$ cat src/sv/hsvrgb_pkg.sv
// hsvrgb_pkg: widths, constants, sector codes and stage word types
// shared by the hsv to rgb pipeline; depends on nothing
`timescale 1ns / 1ps
`default_nettype none

package hsvrgb_pkg;

   localparam int HUE_W  = 15;
   localparam int CH_W   = 8;
   localparam int RAMP_W = 12;
   localparam int NUM_W  = 20;
   localparam int PROD_W = 28;
   localparam int RCP_W  = 40;

   // one full turn of hue and one sixth of it, in 1/64 degree
   localparam logic [HUE_W-1:0]  HUE_FULL     = 15'd23040;
   localparam logic [RAMP_W-1:0] SECTOR_UNITS = 12'd3840;
   localparam logic [CH_W-1:0]   FULL_SCALE   = 8'd255;

   // mid = floor(v*t / (255*3840)) = floor((v*t >> 8) / 3825)
   localparam logic [NUM_W-1:0] DIV_CONST  = 20'd3825;
   localparam logic [RCP_W-1:0] DIV_RECIP  = 40'd1122867; // floor(2^32 / 3825)
   localparam int               DIV_SHIFT  = 32;

   // sector of the hue circle, named by largest then ramping channel
   typedef enum logic [2:0] {
      SEC_RG = 3'd0,
      SEC_GR = 3'd1,
      SEC_GB = 3'd2,
      SEC_BG = 3'd3,
      SEC_BR = 3'd4,
      SEC_RB = 3'd5
   } sector_type;

   // after hue decode: sector, ramp g, saturation, value
   typedef struct packed {
      sector_type          sector;
      logic [RAMP_W-1:0]   ramp;
      logic [CH_W-1:0]     sat;
      logic [CH_W-1:0]     top;
   } hue_info_type;

   // after chroma products: scaled mid numerator and finished low channel
   typedef struct packed {
      sector_type          sector;
      logic [NUM_W-1:0]    mid_num;
      logic [CH_W-1:0]     low;
      logic [CH_W-1:0]     top;
   } chroma_type;

   // all three levels ready for channel routing
   typedef struct packed {
      sector_type          sector;
      logic [CH_W-1:0]     mid;
      logic [CH_W-1:0]     low;
      logic [CH_W-1:0]     top;
   } level_type;

   function automatic logic [HUE_W-1:0] sector_base(input sector_type sector);
      logic [HUE_W-1:0] base;
      unique case (sector)
         SEC_RG:  base = 15'd0;
         SEC_GR:  base = 15'd3840;
         SEC_GB:  base = 15'd7680;
         SEC_BG:  base = 15'd11520;
         SEC_BR:  base = 15'd15360;
         SEC_RB:  base = 15'd19200;
         default: base = 15'd0;
      endcase
      return base;
   endfunction

endpackage

`default_nettype wire

$ cat src/sv/hsvrgb_req_if.sv
// hsvrgb_req_if: input word channel (valid, ready, hue, saturation, brightness)
// depends on hsvrgb_pkg for field widths
`timescale 1ns / 1ps
`default_nettype none

interface hsvrgb_req_if import hsvrgb_pkg::*; ();
   logic              valid;
   logic              ready;
   logic [HUE_W-1:0]  hue;
   logic [CH_W-1:0]   saturation;
   logic [CH_W-1:0]   brightness;

   modport source (output valid, hue, saturation, brightness, input ready);
   modport sink   (input valid, hue, saturation, brightness, output ready);
endinterface

`default_nettype wire

$ cat src/sv/hsvrgb_rsp_if.sv
// hsvrgb_rsp_if: result word channel (valid, ready, red, green, blue)
// depends on hsvrgb_pkg for field widths
`timescale 1ns / 1ps
`default_nettype none

interface hsvrgb_rsp_if import hsvrgb_pkg::*; ();
   logic             valid;
   logic             ready;
   logic [CH_W-1:0]  red;
   logic [CH_W-1:0]  green;
   logic [CH_W-1:0]  blue;

   modport source (output valid, red, green, blue, input ready);
   modport sink   (input valid, red, green, blue, output ready);
endinterface

`default_nettype wire

$ cat src/sv/hsvrgb_hue_decode.sv
// hsvrgb_hue_decode: two stages, hue wrap and sector, then ramp g
// depends on hsvrgb_pkg
`timescale 1ns / 1ps
`default_nettype none

module hsvrgb_hue_decode import hsvrgb_pkg::*; (
   input  logic              clock,
   input  logic              enable,
   input  logic [HUE_W-1:0]  hue,
   input  logic [CH_W-1:0]   sat,
   input  logic [CH_W-1:0]   val,
   output hue_info_type      info
);

   logic [HUE_W-1:0]  hue_in, hue_ff;
   sector_type        sector_in, sector_ff;
   logic [CH_W-1:0]   sat_ff, val_ff;
   logic [HUE_W-1:0]  offset;
   logic [RAMP_W-1:0] frac;
   hue_info_type      info_in, info_ff;

   // stage a: wrap once, pick sector
   always_comb begin
      hue_in = (hue >= HUE_FULL) ? hue - HUE_FULL : hue;
      priority if (hue_in < 15'd3840)  sector_in = SEC_RG;
      else if (hue_in < 15'd7680)      sector_in = SEC_GR;
      else if (hue_in < 15'd11520)     sector_in = SEC_GB;
      else if (hue_in < 15'd15360)     sector_in = SEC_BG;
      else if (hue_in < 15'd19200)     sector_in = SEC_BR;
      else                             sector_in = SEC_RB;
   end

   always_ff @(posedge clock) begin
      if (enable) begin
         hue_ff    <= hue_in;
         sector_ff <= sector_in;
         sat_ff    <= sat;
         val_ff    <= val;
      end
   end

   // stage b: odd sectors ramp down
   always_comb begin
      offset = hue_ff - sector_base(sector_ff);
      frac   = offset[RAMP_W-1:0];
      info_in.sector = sector_ff;
      info_in.ramp   = sector_ff[0] ? SECTOR_UNITS - frac : frac;
      info_in.sat    = sat_ff;
      info_in.top    = val_ff;
   end

   always_ff @(posedge clock) begin
      if (enable) begin
         info_ff <= info_in;
      end
   end

   assign info = info_ff;

endmodule

`default_nettype wire

$ cat src/sv/hsvrgb_chroma.sv
// hsvrgb_chroma: two stages of products, mid numerator and low channel
// depends on hsvrgb_pkg
`timescale 1ns / 1ps
`default_nettype none

module hsvrgb_chroma import hsvrgb_pkg::*; (
   input  logic          clock,
   input  logic          enable,
   input  hue_info_type  info,
   output chroma_type    chroma
);

   logic [CH_W-1:0]    desat;
   logic [NUM_W-1:0]   t_in, t_ff;
   logic [2*CH_W-1:0]  lowprod_in, lowprod_ff;
   sector_type         sector_ff;
   logic [CH_W-1:0]    top_ff;
   logic [PROD_W-1:0]  full_num;
   logic [2*CH_W-1:0]  low_sum;
   chroma_type         chroma_in, chroma_ff;

   // stage c: t = 3840*(255-s) + s*g, and v*(255-s)
   always_comb begin
      desat      = FULL_SCALE - info.sat;
      t_in       = NUM_W'(desat) * NUM_W'(SECTOR_UNITS)
                 + NUM_W'(info.sat) * NUM_W'(info.ramp);
      lowprod_in = (2*CH_W)'(info.top) * (2*CH_W)'(desat);
   end

   always_ff @(posedge clock) begin
      if (enable) begin
         t_ff       <= t_in;
         lowprod_ff <= lowprod_in;
         sector_ff  <= info.sector;
         top_ff     <= info.top;
      end
   end

   // stage d: v*t pre-shifted by 256, and exact 16-bit divide by 255
   always_comb begin
      full_num = PROD_W'(top_ff) * PROD_W'(t_ff);
      low_sum  = lowprod_ff + {{CH_W{1'b0}}, lowprod_ff[2*CH_W-1:CH_W]} + 16'd1;
      chroma_in.sector  = sector_ff;
      chroma_in.mid_num = full_num[PROD_W-1:CH_W];
      chroma_in.low     = low_sum[2*CH_W-1:CH_W];
      chroma_in.top     = top_ff;
   end

   always_ff @(posedge clock) begin
      if (enable) begin
         chroma_ff <= chroma_in;
      end
   end

   assign chroma = chroma_ff;

endmodule

`default_nettype wire

$ cat src/sv/hsvrgb_mid_div.sv
// hsvrgb_mid_div: two-stage divide by 3825, reciprocal estimate then fix-up
// depends on hsvrgb_pkg
`timescale 1ns / 1ps
`default_nettype none

module hsvrgb_mid_div import hsvrgb_pkg::*; (
   input  logic        clock,
   input  logic        enable,
   input  chroma_type  chroma,
   output level_type   level
);

   logic [RCP_W-1:0]  recip_prod;
   logic [CH_W-1:0]   quot_in, quot_ff;
   chroma_type        chroma_ff;
   logic [NUM_W-1:0]  back_prod;
   logic [NUM_W-1:0]  remain;
   level_type         level_in, level_ff;

   // stage e: estimate, never high and at most one low
   always_comb begin
      recip_prod = RCP_W'(chroma.mid_num) * DIV_RECIP;
      quot_in    = recip_prod[DIV_SHIFT+CH_W-1:DIV_SHIFT];
   end

   always_ff @(posedge clock) begin
      if (enable) begin
         quot_ff   <= quot_in;
         chroma_ff <= chroma;
      end
   end

   // stage f: remainder check
   always_comb begin
      back_prod       = NUM_W'(quot_ff) * DIV_CONST;
      remain          = chroma_ff.mid_num - back_prod;
      level_in.sector = chroma_ff.sector;
      level_in.mid    = (remain >= DIV_CONST) ? quot_ff + 8'd1 : quot_ff;
      level_in.low    = chroma_ff.low;
      level_in.top    = chroma_ff.top;
   end

   always_ff @(posedge clock) begin
      if (enable) begin
         level_ff <= level_in;
      end
   end

   assign level = level_ff;

endmodule

`default_nettype wire

$ cat src/sv/hsv_to_rgb_convert.sv
// hsv_to_rgb_convert: top level of the six-sector hsv to rgb pipeline
// depends on hsvrgb_pkg, the channel interfaces and the three stage modules
//
// usage
//   req_port carries one pixel word: hue (1/64 degree), saturation, brightness
//   rsp_port returns one word per pixel: red, green, blue, in arrival order
//   hue of 23040 and up wraps once by a full turn
//   an accepted word passes all seven register stages to rsp valid when the sink keeps up
//   throughput: one word per cycle while the sink keeps up; the seven register stages move together
//   stages: wrap/sector, ramp, chroma products, v*t, reciprocal, fix-up, route
//   every stage carries a valid bit; empty slots are carried as bubbles
//   when the sink stalls with a word waiting, the whole pipe freezes and
//   req ready drops in the same cycle, so nothing is lost or repeated
//   a cycle with no word leaves a bubble that drains out as the pipe moves
//   synchronous reset clears every valid bit; no clearing pass, no memory
//   req ready is combinational from rsp ready through one gate
`timescale 1ns / 1ps
`default_nettype none

module hsv_to_rgb_convert import hsvrgb_pkg::*; (
   input  logic         clock,
   input  logic         reset,
   hsvrgb_req_if.sink   req_port,
   hsvrgb_rsp_if.source rsp_port
);

   localparam int STAGES = 7;

   // valid bit per stage, stage STAGES is the output register
   logic [STAGES:1] valid_in, valid_ff;
   logic            advance;

   hue_info_type    info;
   chroma_type      chroma;
   level_type       level;

   logic [CH_W-1:0] red_in, green_in, blue_in;
   logic [CH_W-1:0] red_ff, green_ff, blue_ff;

   // pipe moves when the output slot is empty or being taken
   assign advance        = !valid_ff[STAGES] || rsp_port.ready;
   assign req_port.ready = advance;

   always_comb begin
      valid_in = {valid_ff[STAGES-1:1], req_port.valid};
   end

   always_ff @(posedge clock) begin
      if (reset) begin
         valid_ff <= '0;
      end else if (advance) begin
         valid_ff <= valid_in;
      end
   end

   // stages 1-2: hue wrap, sector, ramp
   hsvrgb_hue_decode u_hue_decode (
      .clock  (clock),
      .enable (advance),
      .hue    (req_port.hue),
      .sat    (req_port.saturation),
      .val    (req_port.brightness),
      .info   (info)
   );

   // stages 3-4: products, low channel, mid numerator
   hsvrgb_chroma u_chroma (
      .clock  (clock),
      .enable (advance),
      .info   (info),
      .chroma (chroma)
   );

   // stages 5-6: mid channel by reciprocal divide
   hsvrgb_mid_div u_mid_div (
      .clock  (clock),
      .enable (advance),
      .chroma (chroma),
      .level  (level)
   );

   // stage 7: route top/mid/low onto r, g, b by sector
   always_comb begin
      unique case (level.sector)
         SEC_RG: begin
            red_in = level.top; green_in = level.mid; blue_in = level.low;
         end
         SEC_GR: begin
            red_in = level.mid; green_in = level.top; blue_in = level.low;
         end
         SEC_GB: begin
            red_in = level.low; green_in = level.top; blue_in = level.mid;
         end
         SEC_BG: begin
            red_in = level.low; green_in = level.mid; blue_in = level.top;
         end
         SEC_BR: begin
            red_in = level.mid; green_in = level.low; blue_in = level.top;
         end
         SEC_RB: begin
            red_in = level.top; green_in = level.low; blue_in = level.mid;
         end
         default: begin
            red_in = level.top; green_in = level.low; blue_in = level.mid;
         end
      endcase
   end

   // output register, payload held while stalled
   always_ff @(posedge clock) begin
      if (advance) begin
         red_ff   <= red_in;
         green_ff <= green_in;
         blue_ff  <= blue_in;
      end
   end

   assign rsp_port.valid = valid_ff[STAGES];
   assign rsp_port.red   = red_ff;
   assign rsp_port.green = green_ff;
   assign rsp_port.blue  = blue_ff;

endmodule

`default_nettype wire

$ cat src/flat_wrapper.sv
// flat-port wrapper written by rule: the top's interface ports become plain ports
module hsv_to_rgb_convert_flat import hsvrgb_pkg::*;
  (clock, reset, req_port_valid, req_port_hue, req_port_saturation, req_port_brightness, req_port_ready, rsp_port_valid, rsp_port_red, rsp_port_green, rsp_port_blue, rsp_port_ready);
  hsvrgb_req_if req_port_i ();
  hsvrgb_rsp_if rsp_port_i ();
  input  logic clock;
  input  logic reset;
  input wire logic [$bits(req_port_i.valid)-1:0] req_port_valid;
  input wire logic [$bits(req_port_i.hue)-1:0] req_port_hue;
  input wire logic [$bits(req_port_i.saturation)-1:0] req_port_saturation;
  input wire logic [$bits(req_port_i.brightness)-1:0] req_port_brightness;
  output wire logic [$bits(req_port_i.ready)-1:0] req_port_ready;
  output wire logic [$bits(rsp_port_i.valid)-1:0] rsp_port_valid;
  output wire logic [$bits(rsp_port_i.red)-1:0] rsp_port_red;
  output wire logic [$bits(rsp_port_i.green)-1:0] rsp_port_green;
  output wire logic [$bits(rsp_port_i.blue)-1:0] rsp_port_blue;
  input wire logic [$bits(rsp_port_i.ready)-1:0] rsp_port_ready;
  assign req_port_i.valid = req_port_valid;
  assign req_port_i.hue = req_port_hue;
  assign req_port_i.saturation = req_port_saturation;
  assign req_port_i.brightness = req_port_brightness;
  assign req_port_ready = req_port_i.ready;
  assign rsp_port_valid = rsp_port_i.valid;
  assign rsp_port_red = rsp_port_i.red;
  assign rsp_port_green = rsp_port_i.green;
  assign rsp_port_blue = rsp_port_i.blue;
  assign rsp_port_i.ready = rsp_port_ready;
  hsv_to_rgb_convert u_core (.clock(clock), .reset(reset), .req_port(req_port_i), .rsp_port(rsp_port_i));
endmodule
$ cat config.mk
export PLATFORM = sky130hd
export DESIGN_NAME = hsv_to_rgb_convert_flat
export DESIGN_NICKNAME = d
export VERILOG_FILES = /design/src/sv/hsvrgb_pkg.sv /design/src/sv/hsvrgb_req_if.sv /design/src/sv/hsvrgb_rsp_if.sv /design/src/sv/hsvrgb_hue_decode.sv /design/src/sv/hsvrgb_chroma.sv /design/src/sv/hsvrgb_mid_div.sv /design/src/sv/hsv_to_rgb_convert.sv /design/src/flat_wrapper.sv
export SDC_FILE = /design/constraint.sdc
export NUM_CORES = 1
export LEC_CHECK = 0
export ABC_AREA = 1
export BUFFER_PORTS_ARGS = -buffer_cell sky130_fd_sc_hd__buf_2
export CAP_MARGIN = 20
export CORE_MARGIN = 4
export CORE_UTILIZATION = 55
export CTS_CLUSTER_SIZE = 30
export DETAILED_ROUTE_END_ITERATION = 12
export PLACE_DENSITY_LB_ADDON = 0.08
export SLEW_MARGIN = 15
export SYNTH_ARGS = -nofsm -noshare
export SYNTH_HDL_FRONTEND = slang
export SYNTH_SLANG_ARGS = --single-unit
$ cat constraint.sdc
create_clock -name clock -period 17.8 [get_ports clock]
set_input_delay 5.34 -clock clock [delete_from_list [all_inputs] [get_ports clock]]
set_output_delay 5.34 -clock clock [all_outputs]
set_load 0.05 [all_outputs]
======== After elaboration in Yosys (flattened, before gate mapping) ========
Index checks and enable logic that the tools add are counted.
storage, ports and cells
  bits in registers ....................... 253
  input bits .............................. 35
  output and inout bits ................... 26
cells by class
  add/sub/neg operators ................... 9
  multipliers ............................. 6
  $lt $le $gt $ge ......................... 7
  equal/unequal tests ..................... 9
  muxes and demuxes ....................... 11
  reduce and logical (&&, ||, !) cells .... 11
operators by type and width
  operator                number
  $pmux 12 s5             1
  $pmux 8 s2              3
  $mul 20x21->40 const B  1
  $lt 15x14->1 const B    2
  $mul 8x20->28           1
  $add 20x20->20          1
  $ge 20x12->1 const B    1
  $mul 8x12->20           1
  $mul 8x12->20 const B   1
  $sub 20x20->20          1
  $add 16x1->16 const B   1
  $add 16x8->16           1
  $mul 8x8->16            1
  $ge 15x15->1 const B    1
  $lt 15x12->1 const B    1
  $lt 15x13->1 const B    1
  $lt 15x15->1 const B    1
  $mux 15                 1
  $sub 15x15->15 const B  1
  $reduce_or 2->1         7
  $eq 3x2->1 const B      4
  $mul 8x4->12 const B    1
  $mux 12                 1
  $sub 12x12->12          1
  12 further kinds        17

======== Longest topological paths before layout ========
  depth in word-level cells ............... 7
  mapped depth ............................ 25

======== Cells and area by module ========
Synthesis repeated with hierarchy kept, for this count alone.
second synthesis, totals
  cells, all modules ...................... 3504
  area, all modules ....................... 30401.7 µm²
by module, submodules not included
  module              times used  cells an instance  area an instance (µm²)
  hsvrgb_chroma       1           1852               14797.9
  hsvrgb_mid_div      1           1276               11397.2
  hsvrgb_hue_decode   1           207                2671.3
  hsv_to_rgb_convert  1           169                1535.2

======== Least setup slack after synthesis ========
Ideal clock, no wire load.
  path kind ............................... input-to-output
  start ................................... in rsp_port_ready
  end ..................................... out req_port_ready
  arrival ................................. 10553 ps
  setup slack ............................. 1907 ps
  stages .................................. 2
  cell sequence ........................... nor2_1 > inv_1
between the ends
  cells in the longest elaborated chain, start to end .. 1
ends and longest elaborated chain
  element             line                      RTL
  start: declaration  flat_wrapper.sv:17        input wire logic [$bits(rsp_port_i.ready)-1:0] rsp_port_ready;
  $logic_or 1x1->1    hsv_to_rgb_convert.sv:41  assign advance = !valid_ff[STAGES] || rsp_port.ready;
  end: declaration    flat_wrapper.sv:12        output wire logic [$bits(req_port_i.ready)-1:0] req_port_ready;
Every way passes these cells.

======== Final worst setup path ========
Same ends and word-level chain as after synthesis.

==> key figures <==
Placement
  – IO Port Bufs: 60
  – Placer Congestion: 0.880
  – HPWL Detailed: 51400 um
  – Placed Area: 30300 um2

Critical path
  – Crit Path Max Fanout: 90
  – Worst Setup SP: rsp_port_ready
  – Worst setup path category: input pin to primary output
  – CP arrival: a little under 7000 ps
  – Worst Setup End Kind: primary output
  – FF-to-FF Start: u_core.u_hue_decode.info[10]
  – Setup crit start kind: input pin
  – WP data required: approximately 12000 ps

Clocking
  – Htree depth: 1
  – Cts repair resizes: 0
  – Worst-Skew Late Latency: a little under 600 ps
  – Post-CTS Setup Bufs: 0
  – CTS max path bufs: 3
  – TritonCTS Buffers: 29
  – CTS sink count: 253
  – Root Buffer: clkbuf_16
  – Hold Buf Count CTS: 0
  – Clock Pin Slew Worst Setup and Hold Paths: 60 ps
  – CTS tree: done

STA
  – Worst relative slew slack: 36.7%
  – Final setup fails: 0
  – Final period utilization: 68.1%
  – Post-Route Skew: approximately 15 ps
  – Max-slew violation count: 0
  – Fin crit period: between 10000 and 15000 ps
  – Highest clock rate: 82.5 MHz
  – Tightest Pin Transition: 950 ps
  – RSZ-0062 raised after global routing: false
  – Final setup TNS: 0 ps
  – Final hold vios: 0

Synth
  – Synth Area in Compound Gates: 5.44%
  – Most common cell in the netlist: inv_1
  – Largest family of logic cells by synthesized area: adder cells
  – Mux contribution to synthesized area: 0%
  – Unique masters post-synth: 46
  – Number of flops mapped to enable cells by yosys: 246
  – Xor-xnor portion of the synthesized cell area: 2.83%
  – Cell taking the most area after synthesis: edfxtp_1
  – Post-Synth Simple-Gate Area: 14.0%
  – Synthesized cell area: 29300 um2
  – Synth Warn #: 0
  – Most used DFF post-synth: edfxtp_1
  – Adder-Cell Fraction of Synth Area: 40.9%
  – Cells after Synth: 3252
  – Largest cells by area after synthesis: edfxtp_1 25%, fa_1 24%, ha_1 17%
  – Mapped Nets: slightly above 4000
  – Top-area cell type share of the netlist area: 25.2%
  – Synth top cells by count: 803 x inv_1, 688 x nand2_1, 400 x ha_1
  – Synth Register Bits: 253
  – Mean Syn Cell Area: around 9 um2
  – Part of the Yosys area used for sequential elements: 25.6%
  – Asr flop ratio synth: 0%

Floorplan
  – Std-Cell Rows: 84
  – I/O Pins: 61
  – Core Box Area: 52700 um2
  – Total die area: 57100 um2
  – Initial core utilization: 55.7%
  – Horiz. Die Dim: 239 um
  – Chip height: 239 um

Global route
  – First-pass GRT wire length: roughly 110000 um
  – GRT overflow: 0
  – Vias in the first global route: about 22000
  – Antenna violations before repair: 0
  – Largest net degree at the start of global routing: 91
  – GR Util All Layers: 22.3%

Detailed routing
  – DR iter-0 viols: 940
  – # DRC: 0
  – Final wirelength: 61400 um
  – Vias post-DR: 20600
  – Routed Antenna Nets: 0
  – Initial DRT Pass Iterations: 5
  – Via/cell ratio: slightly above 5
  – Routed WL per cell: 15.4 um

Layout
  – Fillcell total: 4607
  – FF/Latch Area: 7530 um2
  – Area grow syn2layout: 6.80%
  – Area used by multi-input combinational logic: 18500 um2
  – Antenna cell count: 0
  – Final instance area: around 31000 um2
  – Share of layout cells above drive strength 1: approximately 4.5%
  – Final nets: 4074

Run
  – Max_cap viols: 0

Run status
  – Outcome: completed

Hold path
  – HP Class: flip-flop to flip-flop
  – Min-delay src: u_core.u_hue_decode.val_ff[2]
sequential cells by signal, summed over array words and instances, names as in the netlist, 12 cells and up:
register,count
u_core.u_chroma.chroma,39
u_core.u_chroma.lowprod_ff,16
u_core.u_chroma.t_ff,20
u_core.u_hue_decode.hue_ff,12
u_core.u_hue_decode.info,31
u_core.u_mid_div.chroma_ff,39
u_core.u_mid_div.level,27
critical path, cell delays in order:
cell and delay (ps):
buf_2 100, nor2_1 560, inv_8 380, buf_2 340
cell usage in the layout (no fill, tap or decap), types with 6 or more instances in the layout:
cell       synthesis  final
nand4_1           26     26
a31oi_1           19     19
edfxtp_1         246    246
inv_1            803    802
nand3b_1           9      9
nand3_1           69     69
fa_1             349    349
o221ai_1          10     10
xor2_1            69     69
o21bai_1           6      6
nor4_1             6      6
ha_1             400    400
buf_2              3     60
a21oi_1          124    124
buf_4              0      9
o211ai_1          19     19
dfxtp_1            7      7
nor3_1            26     26
o21ai_0           59     59
nor2_1           162    162
clkbuf_16          0     29
inv_2              9      9
clkinv_2           0      7
a21o_1            15     15
xnor2_1           26     26
nand2_1          688    688
area by class of cell:
type	instances	share of cell area [%]
Clock buffer	30	2.33
Timing Repair Buffer	70	1.26
Inverter	812	9.75
Sequential cell	253	24.0
Multi-Input combinational cell	2124	59.1
Tap cell	688	2.75
Clock inverter	21	0.810
cell families after synthesis:
group | Yosys count
simple gates | 1007
flops | 253
compound gates | 273
xor+xnor | 95
fa+ha+maj | 749
buf+inv | 875
through the flow:
step	setup slack (ps)	cells	hold slack (ps)	util, %
after global placement	5750	3946	401	57.6
after global routing	5610	3998	418	59.5
final	5680	3998	414	59.5
after detailed placement	5700	3946	405	57.6
after CTS	5700	3997	417	59.5
after floorplan	1910	3252	400	-
worst paths after layout:
path	slack (ps)	to	cells past startpoint
worst min register to register	410	u_core.u_hue_decode.info[2]	0
worst min-delay path	410	u_core.u_hue_decode.info[2]	0
worst max register to register	11770	u_core.u_chroma.t_ff[19]	20
worst max-delay path	5680	req_port_ready	4
routing by layer:
layer  vias to the layer above  GRT usage, %  part of all wire, %
met5                         -             0                    0
met4                         0          5.54                  2.4
li1                      10200             -                    -
met1                     10000          28.2                   43
met3                       101          2.33                  3.1
met2                       318          41.1                   52
Power is left out: the tool's default activity adds up to more than one toggle a clock period on the data nets, which glitch-free logic cannot reach.
